==> src/hw/rtl/mhic_pkg.sv <==
`timescale 1ns / 1ps
// ----------------------------------------------------------------------------
// mhic_pkg: shared types and constants for the magnetometer calibration block
// Item layouts, command codes, sequencer states and the divider interface.
// ----------------------------------------------------------------------------
package mhic_pkg;

	localparam int SMP_W  = 16;
	localparam int HR_W   = 15;
	localparam int QUOT_W = 17;
	localparam int OUT_W  = 16;
	localparam int CNT_W  = $clog2(QUOT_W);

	localparam logic signed [SMP_W-1:0] SMP_MAX = {1'b0, {(SMP_W-1){1'b1}}};
	localparam logic signed [SMP_W-1:0] SMP_MIN = {1'b1, {(SMP_W-1){1'b0}}};
	localparam logic [QUOT_W-1:0] OUT_POS_MAX = QUOT_W'(32767);
	localparam logic [QUOT_W-1:0] OUT_NEG_MAG = QUOT_W'(32768);
	localparam logic [OUT_W-1:0] OUT_POS_SAT = 16'h7fff;
	localparam logic [OUT_W-1:0] OUT_NEG_SAT = 16'h8000;

	typedef enum logic [1:0] {
		CMD_START   = 2'd0,
		CMD_SAMPLE  = 2'd1,
		CMD_FINISH  = 2'd2,
		CMD_MEASURE = 2'd3
	} cmd_t;

	typedef enum logic [2:0] {
		ST_IDLE,
		ST_BOUNDS,
		ST_PREP,
		ST_CHECK,
		ST_DIV_WAIT,
		ST_EMIT
	} state_t;

	typedef struct packed {
		cmd_t                    cmd;
		logic signed [SMP_W-1:0] sample_x;
		logic signed [SMP_W-1:0] sample_y;
		logic signed [SMP_W-1:0] sample_z;
	} sample_item_t;

	typedef struct packed {
		logic signed [OUT_W-1:0] field_x;
		logic signed [OUT_W-1:0] field_y;
		logic signed [OUT_W-1:0] field_z;
		logic                    is_normalized;
		logic                    clipped;
	} field_item_t;

	typedef struct packed {
		logic              start;
		logic [HR_W-1:0]   rem_init;
		logic [QUOT_W-1:0] num;
		logic [HR_W-1:0]   divisor;
	} div_req_t;

	typedef struct packed {
		logic              busy;
		logic              done;
		logic [QUOT_W-1:0] quot;
	} div_rsp_t;

endpackage

==> src/hw/rtl/mhic_div.sv <==
`timescale 1ns / 1ps
// ----------------------------------------------------------------------------
// mhic_div: serial restoring divider
// One quotient bit per cycle, remainder seeded from the upper dividend bits.
// ----------------------------------------------------------------------------
module mhic_div (
	input  logic              clk,
	input  logic              arst_n,
	input  mhic_pkg::div_req_t req,
	output mhic_pkg::div_rsp_t rsp
);

	logic                          busy_q;
	logic                          done_q;
	logic [mhic_pkg::CNT_W-1:0]    cnt_q;
	logic [mhic_pkg::HR_W-1:0]     rem_q;
	logic [mhic_pkg::QUOT_W-1:0]   num_q;
	logic [mhic_pkg::QUOT_W-1:0]   quot_q;
	logic [mhic_pkg::HR_W-1:0]     div_q;

	logic [mhic_pkg::HR_W:0]       trial;
	logic [mhic_pkg::HR_W:0]       diff;
	logic                          ge;
	logic [mhic_pkg::HR_W-1:0]     rem_d;

	always_comb begin
		trial = {rem_q, num_q[mhic_pkg::QUOT_W-1]};
		ge    = trial >= {1'b0, div_q};
		diff  = trial - {1'b0, div_q};
		rem_d = ge ? diff[mhic_pkg::HR_W-1:0] : trial[mhic_pkg::HR_W-1:0];
	end

	always_ff @(posedge clk or negedge arst_n) begin
		if (!arst_n) begin
			busy_q <= 1'b0;
			done_q <= 1'b0;
			cnt_q  <= '0;
		end else begin
			if (req.start) begin
				busy_q <= 1'b1;
				done_q <= 1'b0;
				cnt_q  <= '0;
			end else if (busy_q) begin
				cnt_q <= cnt_q + 1'b1;
				if (cnt_q == mhic_pkg::CNT_W'(mhic_pkg::QUOT_W - 1)) begin
					busy_q <= 1'b0;
					done_q <= 1'b1;
				end else begin
					done_q <= 1'b0;
				end
			end else begin
				done_q <= 1'b0;
			end
		end
	end

	always_ff @(posedge clk) begin
		if (req.start) begin
			rem_q <= req.rem_init;
			num_q <= req.num;
			div_q <= req.divisor;
		end else if (busy_q) begin
			rem_q  <= rem_d;
			num_q  <= {num_q[mhic_pkg::QUOT_W-2:0], 1'b0};
			quot_q <= {quot_q[mhic_pkg::QUOT_W-2:0], ge};
		end
	end

	assign rsp.busy = busy_q;
	assign rsp.done = done_q;
	assign rsp.quot = quot_q;

endmodule

==> src/hw/rtl/magnetometer_hard_iron_calibration.sv <==
`timescale 1ns / 1ps
// ----------------------------------------------------------------------------
// magnetometer_hard_iron_calibration: min/max hard-iron calibration
// Tracks per-axis bounds, derives offset and half-range, and scales
// measurements to fixed point through one shared serial divider.
//
//   channel  signals                                   payload
//   sample   sample_valid, sample_stall, sample_item   command and raw x/y/z
//   field    field_valid, field_stall, field_item      corrected x/y/z, flags
//
// start, sample and finish: accept, then one bounds step per axis
// calibrated measure: accept, then per axis a prep and a check step, the
// serial division and its done step, then the output load; an axis whose
// quotient would overflow the divider's quotient skips the divider
// raw measure: accept, output load; output register holds a result while stalled
// no item is taken until the previous one has left the sequencer
// calibration state resets at once: zero bounds, zero offset, half-range one
// ----------------------------------------------------------------------------
module magnetometer_hard_iron_calibration #(
	parameter int FRAC_BITS = 12
) (
	input  logic                       clk,
	input  logic                       arst_n,
	input  logic                       sample_valid,
	output logic                       sample_stall,
	input  mhic_pkg::sample_item_t     sample_item,
	output logic                       field_valid,
	input  logic                       field_stall,
	output mhic_pkg::field_item_t      field_item
);

	localparam int SH    = mhic_pkg::QUOT_W - FRAC_BITS;
	localparam int CMP_W = mhic_pkg::HR_W + SH;
	localparam int MSH_W = mhic_pkg::SMP_W + FRAC_BITS;

	mhic_pkg::state_t state_q, state_d;
	logic [1:0]       axis_q;
	logic             last_axis;

	logic signed [mhic_pkg::SMP_W-1:0] min_q [3];
	logic signed [mhic_pkg::SMP_W-1:0] max_q [3];
	logic signed [mhic_pkg::SMP_W-1:0] off_q [3];
	logic [mhic_pkg::HR_W-1:0]         hr_q  [3];
	logic                              seen_q;
	logic                              cal_q;

	mhic_pkg::cmd_t                    cmd_q;
	logic signed [mhic_pkg::SMP_W-1:0] smp_q [3];
	logic [mhic_pkg::SMP_W-1:0]        mag_q;
	logic                              neg_q;
	logic [mhic_pkg::OUT_W-1:0]        res_q [3];
	logic                              clip_q;
	mhic_pkg::field_item_t             out_q;
	logic                              out_valid_q;

	logic take_in;
	logic ld_out;
	logic wr_res;
	logic ovf;

	mhic_pkg::div_req_t div_req;
	mhic_pkg::div_rsp_t div_rsp;

	// datapath for the current axis
	logic signed [mhic_pkg::SMP_W-1:0] s_cur;
	logic signed [mhic_pkg::SMP_W-1:0] mn_cur;
	logic signed [mhic_pkg::SMP_W-1:0] mx_cur;
	logic signed [mhic_pkg::SMP_W:0]   sum;
	logic signed [mhic_pkg::SMP_W:0]   span;
	logic signed [mhic_pkg::SMP_W:0]   d;
	logic signed [mhic_pkg::SMP_W:0]   d_neg;
	logic [CMP_W-1:0]                  hr_lim;
	logic [MSH_W-1:0]                  mag_sh;
	logic [mhic_pkg::QUOT_W-1:0]       q_src;
	logic [mhic_pkg::QUOT_W-1:0]       q_neg;
	logic [mhic_pkg::OUT_W-1:0]        r_val;
	logic                              r_clip;

	always_comb begin
		s_cur  = smp_q[axis_q];
		mn_cur = min_q[axis_q];
		mx_cur = max_q[axis_q];
		sum    = {mx_cur[mhic_pkg::SMP_W-1], mx_cur} + {mn_cur[mhic_pkg::SMP_W-1], mn_cur};
		span   = {mx_cur[mhic_pkg::SMP_W-1], mx_cur} - {mn_cur[mhic_pkg::SMP_W-1], mn_cur};
		d      = {s_cur[mhic_pkg::SMP_W-1], s_cur}
		         - {off_q[axis_q][mhic_pkg::SMP_W-1], off_q[axis_q]};
		d_neg  = -d;
		hr_lim = {hr_q[axis_q], {SH{1'b0}}};
		ovf    = CMP_W'(mag_q) >= hr_lim;
		mag_sh = {mag_q, {FRAC_BITS{1'b0}}};
		q_src  = (state_q == mhic_pkg::ST_CHECK) ? {mhic_pkg::QUOT_W{1'b1}} : div_rsp.quot;
		q_neg  = mhic_pkg::QUOT_W'(0) - q_src;
		if (neg_q) begin
			r_clip = q_src > mhic_pkg::OUT_NEG_MAG;
			r_val  = r_clip ? mhic_pkg::OUT_NEG_SAT : q_neg[mhic_pkg::OUT_W-1:0];
		end else begin
			r_clip = q_src > mhic_pkg::OUT_POS_MAX;
			r_val  = r_clip ? mhic_pkg::OUT_POS_SAT : q_src[mhic_pkg::OUT_W-1:0];
		end
	end

	assign last_axis = axis_q == 2'd2;

	// next state
	always_comb begin
		state_d = state_q;
		case (state_q)
			mhic_pkg::ST_IDLE: begin
				if (take_in) begin
					if (sample_item.cmd == mhic_pkg::CMD_MEASURE)
						state_d = cal_q ? mhic_pkg::ST_PREP : mhic_pkg::ST_EMIT;
					else
						state_d = mhic_pkg::ST_BOUNDS;
				end
			end
			mhic_pkg::ST_BOUNDS: begin
				if (last_axis)
					state_d = mhic_pkg::ST_IDLE;
			end
			mhic_pkg::ST_PREP: begin
				state_d = mhic_pkg::ST_CHECK;
			end
			mhic_pkg::ST_CHECK: begin
				if (!ovf)
					state_d = mhic_pkg::ST_DIV_WAIT;
				else
					state_d = last_axis ? mhic_pkg::ST_EMIT : mhic_pkg::ST_PREP;
			end
			mhic_pkg::ST_DIV_WAIT: begin
				if (div_rsp.done)
					state_d = last_axis ? mhic_pkg::ST_EMIT : mhic_pkg::ST_PREP;
			end
			mhic_pkg::ST_EMIT: begin
				if (ld_out)
					state_d = mhic_pkg::ST_IDLE;
			end
			default: begin
				state_d = mhic_pkg::ST_IDLE;
			end
		endcase
	end

	// sequencer outputs
	always_comb begin
		sample_stall     = state_q != mhic_pkg::ST_IDLE;
		take_in          = sample_valid && (state_q == mhic_pkg::ST_IDLE);
		ld_out           = (state_q == mhic_pkg::ST_EMIT) && (!out_valid_q || !field_stall);
		wr_res           = ((state_q == mhic_pkg::ST_CHECK) && ovf)
		                   || ((state_q == mhic_pkg::ST_DIV_WAIT) && div_rsp.done);
		div_req.start    = (state_q == mhic_pkg::ST_CHECK) && !ovf;
		div_req.rem_init = mhic_pkg::HR_W'(mag_q >> SH);
		div_req.num      = mag_sh[mhic_pkg::QUOT_W-1:0];
		div_req.divisor  = hr_q[axis_q];
	end

	mhic_div u_div (
		.clk    (clk),
		.arst_n (arst_n),
		.req    (div_req),
		.rsp    (div_rsp)
	);

	always_ff @(posedge clk or negedge arst_n) begin
		if (!arst_n) begin
			state_q     <= mhic_pkg::ST_IDLE;
			axis_q      <= 2'd0;
			out_valid_q <= 1'b0;
			seen_q      <= 1'b0;
			cal_q       <= 1'b0;
			for (int i = 0; i < 3; i++) begin
				min_q[i] <= '0;
				max_q[i] <= '0;
				off_q[i] <= '0;
				hr_q[i]  <= mhic_pkg::HR_W'(1);
			end
		end else begin
			state_q <= state_d;
			if (take_in)
				axis_q <= 2'd0;
			else if ((state_q == mhic_pkg::ST_BOUNDS) || wr_res)
				axis_q <= last_axis ? 2'd0 : axis_q + 2'd1;
			if (ld_out)
				out_valid_q <= 1'b1;
			else if (!field_stall)
				out_valid_q <= 1'b0;
			if (state_q == mhic_pkg::ST_BOUNDS) begin
				case (cmd_q)
					mhic_pkg::CMD_START: begin
						min_q[axis_q] <= mhic_pkg::SMP_MAX;
						max_q[axis_q] <= mhic_pkg::SMP_MIN;
						if (last_axis)
							seen_q <= 1'b0;
					end
					mhic_pkg::CMD_SAMPLE: begin
						if (s_cur < mn_cur)
							min_q[axis_q] <= s_cur;
						if (s_cur > mx_cur)
							max_q[axis_q] <= s_cur;
						if (last_axis)
							seen_q <= 1'b1;
					end
					mhic_pkg::CMD_FINISH: begin
						if (!seen_q) begin
							off_q[axis_q] <= '0;
							hr_q[axis_q]  <= mhic_pkg::HR_W'(1);
						end else begin
							off_q[axis_q] <= sum[mhic_pkg::SMP_W:1];
							if (span < 2)
								hr_q[axis_q] <= mhic_pkg::HR_W'(1);
							else
								hr_q[axis_q] <= span[mhic_pkg::HR_W:1];
						end
						if (last_axis)
							cal_q <= 1'b1;
					end
					default: begin
					end
				endcase
			end
		end
	end

	always_ff @(posedge clk) begin
		if (take_in) begin
			cmd_q    <= sample_item.cmd;
			smp_q[0] <= sample_item.sample_x;
			smp_q[1] <= sample_item.sample_y;
			smp_q[2] <= sample_item.sample_z;
			res_q[0] <= sample_item.sample_x;
			res_q[1] <= sample_item.sample_y;
			res_q[2] <= sample_item.sample_z;
			clip_q   <= 1'b0;
		end
		if (state_q == mhic_pkg::ST_PREP) begin
			neg_q <= d[mhic_pkg::SMP_W];
			mag_q <= d[mhic_pkg::SMP_W] ? d_neg[mhic_pkg::SMP_W-1:0] : d[mhic_pkg::SMP_W-1:0];
		end
		if (wr_res) begin
			res_q[axis_q] <= r_val;
			if (r_clip)
				clip_q <= 1'b1;
		end
		if (ld_out) begin
			out_q.field_x       <= res_q[0];
			out_q.field_y       <= res_q[1];
			out_q.field_z       <= res_q[2];
			out_q.is_normalized <= cal_q;
			out_q.clipped       <= clip_q;
		end
	end

	assign field_valid = out_valid_q;
	assign field_item  = out_q;

	a_hr_nonzero: assert property (@(posedge clk) disable iff (!arst_n)
		(hr_q[0] != '0) && (hr_q[1] != '0) && (hr_q[2] != '0))
		else $error("half-range register reached zero");

	a_done_in_wait: assert property (@(posedge clk) disable iff (!arst_n)
		div_rsp.done |-> state_q == mhic_pkg::ST_DIV_WAIT)
		else $error("divider finished outside the wait state");

	a_start_idle_div: assert property (@(posedge clk) disable iff (!arst_n)
		div_req.start |-> !div_rsp.busy)
		else $error("divider started while busy");

	a_raw_no_clip: assert property (@(posedge clk) disable iff (!arst_n)
		(field_valid && !field_item.is_normalized) |-> !field_item.clipped)
		else $error("clip flag set on a raw item");

	a_take_leaves_idle: assert property (@(posedge clk) disable iff (!arst_n)
		take_in |=> state_q != mhic_pkg::ST_IDLE)
		else $error("accepted item did not start the sequencer");

endmodule

==> config.mk <==
export PLATFORM = sky130hd
export DESIGN_NAME = magnetometer_hard_iron_calibration
export DESIGN_NICKNAME = d
export VERILOG_FILES = /design/src/hw/rtl/mhic_pkg.sv /design/src/hw/rtl/mhic_div.sv /design/src/hw/rtl/magnetometer_hard_iron_calibration.sv
export SDC_FILE = /design/constraint.sdc
export NUM_CORES = 1
export LEC_CHECK = 0
export BUFFER_PORTS_ARGS = -buffer_cell sky130_fd_sc_hd__buf_4
export CORE_MARGIN = 2
export CORE_UTILIZATION = 67
export DETAILED_ROUTE_END_ITERATION = 8
export PLACE_DENSITY = 0.86
export SLEW_MARGIN = 20
export SYNTH_ARGS = -nofsm -noshare
export SYNTH_HDL_FRONTEND = slang
export SYNTH_HIERARCHICAL = 1
export SYNTH_SLANG_ARGS = --single-unit
==> constraint.sdc <==
create_clock -name clk -period 9.2 [get_ports clk]
set_input_delay 0.46 -clock clk [delete_from_list [all_inputs] [get_ports clk]]
set_output_delay 0.46 -clock clk [all_outputs]
set_load 0.005 [all_outputs]
Word level (Yosys, flattened, before mapping)
Memories as Yosys holds them, arrays and structs flattened. A register that Yosys moved wholly into a read port is not among the register bits.
Index checks and enable logic that the tools add are counted.
- muxes and demuxes: 73
- $lt $le $gt $ge: 9
- add/subtract/negate cells: 8
- reductions and logical operators: 26
- equal/unequal tests: 19
- bitwise gates (word level): 13
- operator list (cell ; count):
    $mux W16 ; 12
    $pmux W48 S2 ; 2
    $bwmux W48 ; 3
    $mux W48 ; 3
    $bmux W16 S2 ; 3
    $mux W45 ; 2
    $mux W15 ; 4
    $mux W17 ; 3
    $and A48 B48 Y48 ; 1
    $not A48 Y48 ; 1
    $and A45 B45 Y45 ; 1
    $bwmux W45 ; 1
    $not A45 Y45 ; 1
    $or A45 B45 Y45 ; 1
    $and A42 B42 Y42 ; 1
    $not A42 Y42 ; 1
    $sub A16 B16 Y17 ; 2
    $demux W16 S2 ; 1
    $bmux W15 S2 ; 1
    $demux W15 S2 ; 1
    $mux W3 ; 8
    $mux W11 ; 2
    $ge A16 B20 Y1 ; 1
    $mux W1 ; 19
    other kinds (42) ; 73
- bits in registers: 278
- memory bits (writable): 96
- memories: 2
- bits of input ports: 54
- memories (name ; depth ; bits a word ; read ports ; clocked after memory_dff ; wr ports ; RTL line ; RTL):
    res_q ; 3 ; 16 ; 3 ; 3 ; 3 ; magnetometer_hard_iron_calibration.sv:51 ; logic [mhic_pkg::OUT_W-1:0] res_q [3];
    smp_q ; 3 ; 16 ; 1 ; 0 ; 3 ; magnetometer_hard_iron_calibration.sv:48 ; logic signed [mhic_pkg::SMP_W-1:0] smp_q [3];

Depth between registers and ports, before layout
Gate-level depths: netlist of run 1.
- depth in word-level cells: 11
- gate-level depth with buffers: 21

Cells and area by module
Netlist of run 1, hierarchy kept.
- modules (own cells, without submodules) (module ; area an instance (µm²) ; times used ; cells an instance ; sequential area each (µm²)):
    magnetometer_hard_iron_calibration ; 19412.4 ; 1 ; 1812 ; 9908.3
    mhic_div ; 3797.4 ; 1 ; 309 ; 2097.0

Worst setup path before layout of run 1
Ideal clock, no wire load.
- path type: register -> register
- start point: reg axis_q[1]
- end point: reg u_div/num_q[0] (netlist name)
- required time: 8.825 ns
- data arrival time: 5.045 ns
- setup slack: 3.781 ns
- cell stages (with the launch flop): 19
- path buffers: 7
- cell sequence: dfrtp_1 buf_4 clkbuf_1 clkbuf_1 buf_2 buf_1 mux2i_1 o21ai_0 ha_1 or4b_1 o31ai_1 a21o_1 a21o_1 a41oi_1 a21oi_1 nor2_1 clkbuf_1 clkbuf_1 or2_2
- RTL lines (what ; RTL line ; RTL):
    start, declared ; magnetometer_hard_iron_calibration.sv:37 ; logic [1:0] axis_q;
    start signal, assigned ; magnetometer_hard_iron_calibration.sv:181 ; axis_q <= last_axis ? 2'd0 : axis_q + 2'd1;

==> impl_metrics.toml, run 1 <==
[drt]
dr.first_iter.drc_count = 1861
dr.pass1.iters = 6
route.detailed.drc = 0
drt_wl_total_um = 61800
vias = 17650
postRouteAntennaNets = 0
routedWlPerCell_um = 22.87
vias_per_cell = 6.531

[setup_path]
crit_path_max_incr_delay_ns = 1.00
timing.rr.start = "axis_q[1]"
crit_chain = "buf_4 > mux2i_1 > o21ai_0 > ha_1 > or4b_1 > o31ai_1 > a21o_1 > a21o_1 > a41oi_1 > a211oi_2 > o21ai_2 > buf_4 > nand2_1"
cp.required_ns = 9.40
cp_slowest_cell = "dfrtp_4"
crit_start = "axis_q[1]"
critPathKind = "reg2reg"
cp_max_fo = 53
worstSetupEndpointType = "flop"
critical-path-top-delay-family = "compound AO/OA/AOI/OAI gates"
crit_buf_inv = 2
arrival_ns = 6.11
start_kind = "flop"

[timing]
period_share_pct = 64.26
period_minus_slack_ns = 5.912
tns_ns = 0
hold_slack_ns = 0.05567
fin_skew_ns = 0.01932
relSlewSlack_pct = 20.35
worst_pin_slew_ns = 1.191
fmax_mhz = 169.1
rsz0062_at_grt = "no"
setup_violations = 0
hold_viol_final = 0
setup_slack_ns = 3.288
maxSlewViolCount = 0

[power_and_ir_drop]
power_mw = 11.21
switching_share_pct = 45.17
internal_power_mw = 6.149
pwr-share-seq_pct = 29.7
power.density_nw_per_um2 = 431.6
ir_drop_v = 0.0002152
p_comb_share_pct = 53.7
p_leak_nw = 10.67
p_clk_share_pct = 16.5
power_switching_mw = 5.066

[place]
detailed_place_hpwl_um = 41040
dp_slack_ns = 3.345
dp.cells = 2620
placed_area_um2 = 24460
io_buffer_count = 105
gp_congestion = 0.9326

[clocking]
clkLatencyLatePin_ns = 0.59
cts_tree = "done"
cts_buffers = 44
cts.htree.levels = 2
numClockSinks = 434
path_clk_slew_ns = 0.06
cts.repair.resized = 0
cts-root-buf = "clkbuf_16"
cts_setup_buffers = 0
clockBufferDepth = 3

[hold_path]
worst_hold_startpoint = "sample_item[8]"
hold_path.class = "in2reg"

[finish]
fin_cells = 2702
fillCellCount = 2186
syn2layout_area_growth_pct = 12.00
drive_above_1_share_pct = 16.87
final_cell_area_um2 = 25990
postLayoutCoreUtil_pct = 75.79
num_antenna_cells = 0
nets = 2379

[grt]
grt_overflow = 0
antenna_found_initial = 2
grt_pass1_wl_um = 96900
grt_max_degree = 134
grt_pass1_vias = 17660
track_usage_pct = 34.62

[floorplan]
die_area_um2 = 36130
core_area_um2 = 34290
die_x_um = 190.1
start_util_pct = 67.67
io_pins = 106
die_y_um = 190.1
fp-row-count = 68

[job]
drv_cap = 0

[synth]
mappedNetlistArea_um2 = 23200
synth_warnings = 6
synth.avg_cell_area_um2 = 10.94
synthCells = 2120

[outcome]
status = "complete, no violations"
-- flip-flops by register name, indices dropped and copies added (netlist names), 2 cells and up --
signal,flops
axis_q,2
cmd_q,2
field_item,50
hr_q,45
mag_q,16
max_q,48
min_q,48
off_q,48
res_q,48
smp_q,48
state_q,3
u_div/cnt_q,5
u_div/div_q,15
u_div/num_q,17
u_div/quot_q,17
u_div/rem_q,15
-- repair_timing --
item	CTS	global route
endpoints found under the setup margin	0	0
hold endpoints to repair	0	63
hold buffers	0	1
-- power groups by stage --
| stage | clock network [mW] | logic [mW] | registers (mW) |
|---|---|---|---|
| after floorplan | 0 | 4.31 | 3.16 |
| after global placement | 0 | 5.61 | 3.30 |
| after detailed placement | 0 | 5.83 | 3.34 |
| after CTS | 1.87 | 5.92 | 3.32 |
| after global routing | 1.94 | 6.57 | 3.39 |
| final | 1.85 | 6.03 | 3.34 |
-- routing by layer --
metal	track usage, %	vias up	part of all wire [%]
li1	-	7895	-
met1	43.76	8616	38
met2	56.88	929	47
met3	7.545	204	9.4
met4	16.94	4	5.0
met5	0	-	0.045
-- path summary, 6_finish.rpt --
kind | slack [ns] | depth (start not counted) | end
setup / recovery | 3.29 | 13 | res_q[0][12]
hold / removal | 0.06 | 1 | smp_q[2][8]
setup reg to reg | 3.29 | 13 | res_q[0][12]
hold reg to reg | 0.41 | 0 | field_item[43]
max in group asynchronous | 7.34 | 3 | axis_q[1]
min in group asynchronous | 0.40 | 2 | hr_q[41]
-- cells in the final DEF (no fill, tap or decap), types with 6 or more instances in the layout --
master       n
o21ai_1      7
o31ai_1     45
nand3b_1    11
a31oi_1      9
nor4_1       8
o21bai_1     6
xor2_1      28
nor2_1     137
xnor2_1     28
edfxtp_1   229
inv_1       94
mux2_2     115
clkbuf_16   44
nand2b_1    40
buf_4      136
o21ai_0    123
nand4_1     18
a21oi_1    142
and3_1       8
dfrtp_1    199
nand3_1     25
conb_1      16
a22o_1      31
mux2i_1     91
o221ai_1    15
nor2b_1     20
nor3_1      32
clkinv_2    11
a21o_1      29
and2_1      11
ha_1       108
o21a_1      15
nand2_1    236
-- final cells by class --
| cell class | count | area (µm²) | area share [%] |
|---|---|---|---|
| Multi-Input combinational cell | 1498 | 10490 | 40.35 |
| Clock buffer | 55 | 1196 | 4.603 |
| Inverter | 96 | 364.1 | 1.401 |
| Timing Repair Buffer | 139 | 1074 | 4.131 |
| Sequential cell | 434 | 12010 | 46.22 |
| Clock inverter | 25 | 289.0 | 1.112 |
| Tap cell | 455 | 569.3 | 2.191 |
Power figures use the tool's default switching activity.
==> run 2: changes to the inputs <==
Settings changed: CORE_UTILIZATION 67 to 62, PLACE_DENSITY 0.86 to 0.8.
Clock period 9.2 ns to 5.7 ns, I/O delays scaled along.
==> impl_metrics.toml, run 2 (synthesis results as in run 1) <==
[outcome]
status = "complete, no violations"

[power_and_ir_drop]
power.density_nw_per_um2 = 680.1
p_leak_nw = 10.96
internal_power_mw = 9.982
power_mw = 18.12
pwr-share-seq_pct = 29.7
switching_share_pct = 44.90
power_switching_mw = 8.134
ir_drop_v = 0.0003539
p_comb_share_pct = 53.6
p_clk_share_pct = 16.8

[floorplan]
core_area_um2 = 36700
die_y_um = 197.5
io_pins = 106
die_x_um = 197.5
fp-row-count = 70
die_area_um2 = 38990
start_util_pct = 63.23

[grt]
grt_pass1_wl_um = 97910
grt_overflow = 0
track_usage_pct = 32.28
grt_max_degree = 128
antenna_found_initial = 0
grt_pass1_vias = 17960

[setup_path]
ff2ff_setup_slack_ns = 0.61
critPathKind = "reg2reg"
cp.required_ns = 6.03
start_kind = "flop"
cp_max_fo = 32
timing.rr.start = "axis_q[1]"
cp_slowest_cell = "dfrtp_4"
reg2reg_depth = 16
arrival_ns = 5.42
crit_chain = "and2b_2 > buf_4 > nand2_1 > o21ai_0 > ha_1 > inv_1 > fa_1 > a211oi_2 > nor2_1 > xnor2_1 > nand4bb_1 > nor4_1 > nor4b_2 > nand4b_1 > a221oi_2 > xor2_1"
worstSetupEndpointType = "flop"
crit_path_max_incr_delay_ns = 0.64
r2r-end = "mag_q[15]"

[place]
gp_congestion = 0.8846
io_buffer_count = 105
detailed_place_hpwl_um = 41560

[drt]
routedWlPerCell_um = 22.21
dr.first_iter.drc_count = 1694
vias_per_cell = 6.401
vias = 17820
drt_wl_total_um = 61820
dr.pass1.iters = 8
route.detailed.drc = 0
postRouteAntennaNets = 0

[finish]
final_common_cell = "nand2_1"
mostFrequentLayoutCells = "nand2_1 (236), edfxtp_1 (229), dfrtp_1 (199), buf_4 (150), a21oi_1 (142)"
fillCellCount = 2422
nets = 2445
drive_above_1_share_pct = 16.80
num_antenna_cells = 0
syn2layout_area_growth_pct = 14.81
largest_register_ffs = 50

[timing]
fmax_mhz = 196.4
setup_violations = 0
period_share_pct = 89.32
period_minus_slack_ns = 5.091
worst_pin_slew_ns = 1.038
fin_skew_ns = 0.02619
rsz0062_at_grt = "no"
tns_ns = 0
maxSlewViolCount = 0
hold_viol_final = 0
relSlewSlack_pct = 30.28

[hold_path]
min_to = "state_q[0]"
worst_hold_startpoint = "sample_valid"
holdPathStages = 3
hold_path.class = "in2reg"

[clocking]
cts_setup_buffers = 0
cts-root-buf = "clkbuf_16"
cts.htree.levels = 2
clockBufferDepth = 3
holdBufCountCts = 52
path_clk_slew_ns = 0.06
cts_buffers = 45
clkLatencyLatePin_ns = 0.61
cts.repair.resized = 0
numClockSinks = 434
cts_tree = "done"

[job]
drv_cap = 0
run 2: cell count changes in the layout (fill, tap and decap cells not counted), moves of 3 or more:
cell | previous run | this run
dlygate4sd3_1 | 1 | 52
a211oi_2 | 2 | 5
a211oi_4 | 3 | 0
clkinv_1 | 3 | 7
clkinv_2 | 11 | 6
buf_4 | 136 | 150
run 2: how the worst max path moves through the flow:
stage / startpoint / endpoint / slack, ns
after global routing: axis_q[1] / mag_q[15] / 0.22
final: axis_q[1] / mag_q[15] / 0.61
after global placement: axis_q[1] / mag_q[15] / 0.80
after floorplan: axis_q[1] / u_div/num_q[0] / 0.28
after CTS: axis_q[1] / mag_q[15] / 0.70
after detailed placement: axis_q[1] / mag_q[15] / 0.77
run 2: critical path, delay by kind of cell (launching register included):
kind / cells / cell delay [ns]
AND/OR/NAND/NOR: 7 / 2.12
AO/OA/AOI/OAI: 3 / 0.68
flip-flops: 1 / 0.64
adder cells (fa/ha/maj): 2 / 0.60
buffers and inverters: 2 / 0.50
XOR/XNOR: 2 / 0.26
run 2: cell type report:
cell class / instances / area [µm²] / share of cell area, %
flip-flops and latches: 434 / 12010 / 45.08
multi-input cells: 1498 / 10460 / 39.27
repair buffers: 204 / 1682 / 6.313
clock buffers: 59 / 1270 / 4.767
well taps: 468 / 585.6 / 2.198
inverters: 96 / 364.1 / 1.367
clock inverters: 25 / 267.8 / 1.005
run 2: stage by stage:
stage | util (%) | worst slack, ns | cells | hold WS, ns | area [µm²]
5_1_grt | 72.59 | 0.2249 | 2784 | 0.1577 | 26640
2_1_floorplan | - | 0.2807 | 2135 | -0.01059 | 23260
6_report | 72.59 | 0.6086 | 2784 | 0.1431 | 26640
3_5_place_dp | 66.96 | 0.7665 | 2648 | 0.4045 | 24570
3_3_place_gp | 66.96 | 0.8011 | 2648 | 0.4008 | 24570
4_1_cts | 72.56 | 0.6951 | 2784 | 0.1074 | 26630
run 2: routing by layer:
metal	routed length [µm]	up-vias	share of wire (%)	GRT usage, %
met5	0	-	0	0
li1	-	8038	-	-
met4	2686	0	4.3	14.31
met3	5585	177	9.0	7.137
met1	24560	8754	40	41.84
met2	28990	850	47	52.40
run 2: power groups by stage:
stage | logic [mW] | clock network (mW) | registers (mW)
6_report | 9.70 | 3.04 | 5.37
5_1_grt | 10.6 | 3.17 | 5.48
3_5_place_dp | 9.39 | 0 | 5.39
2_1_floorplan | 6.96 | 0 | 5.10
4_1_cts | 9.52 | 3.06 | 5.35
3_3_place_gp | 9.13 | 0 | 5.35
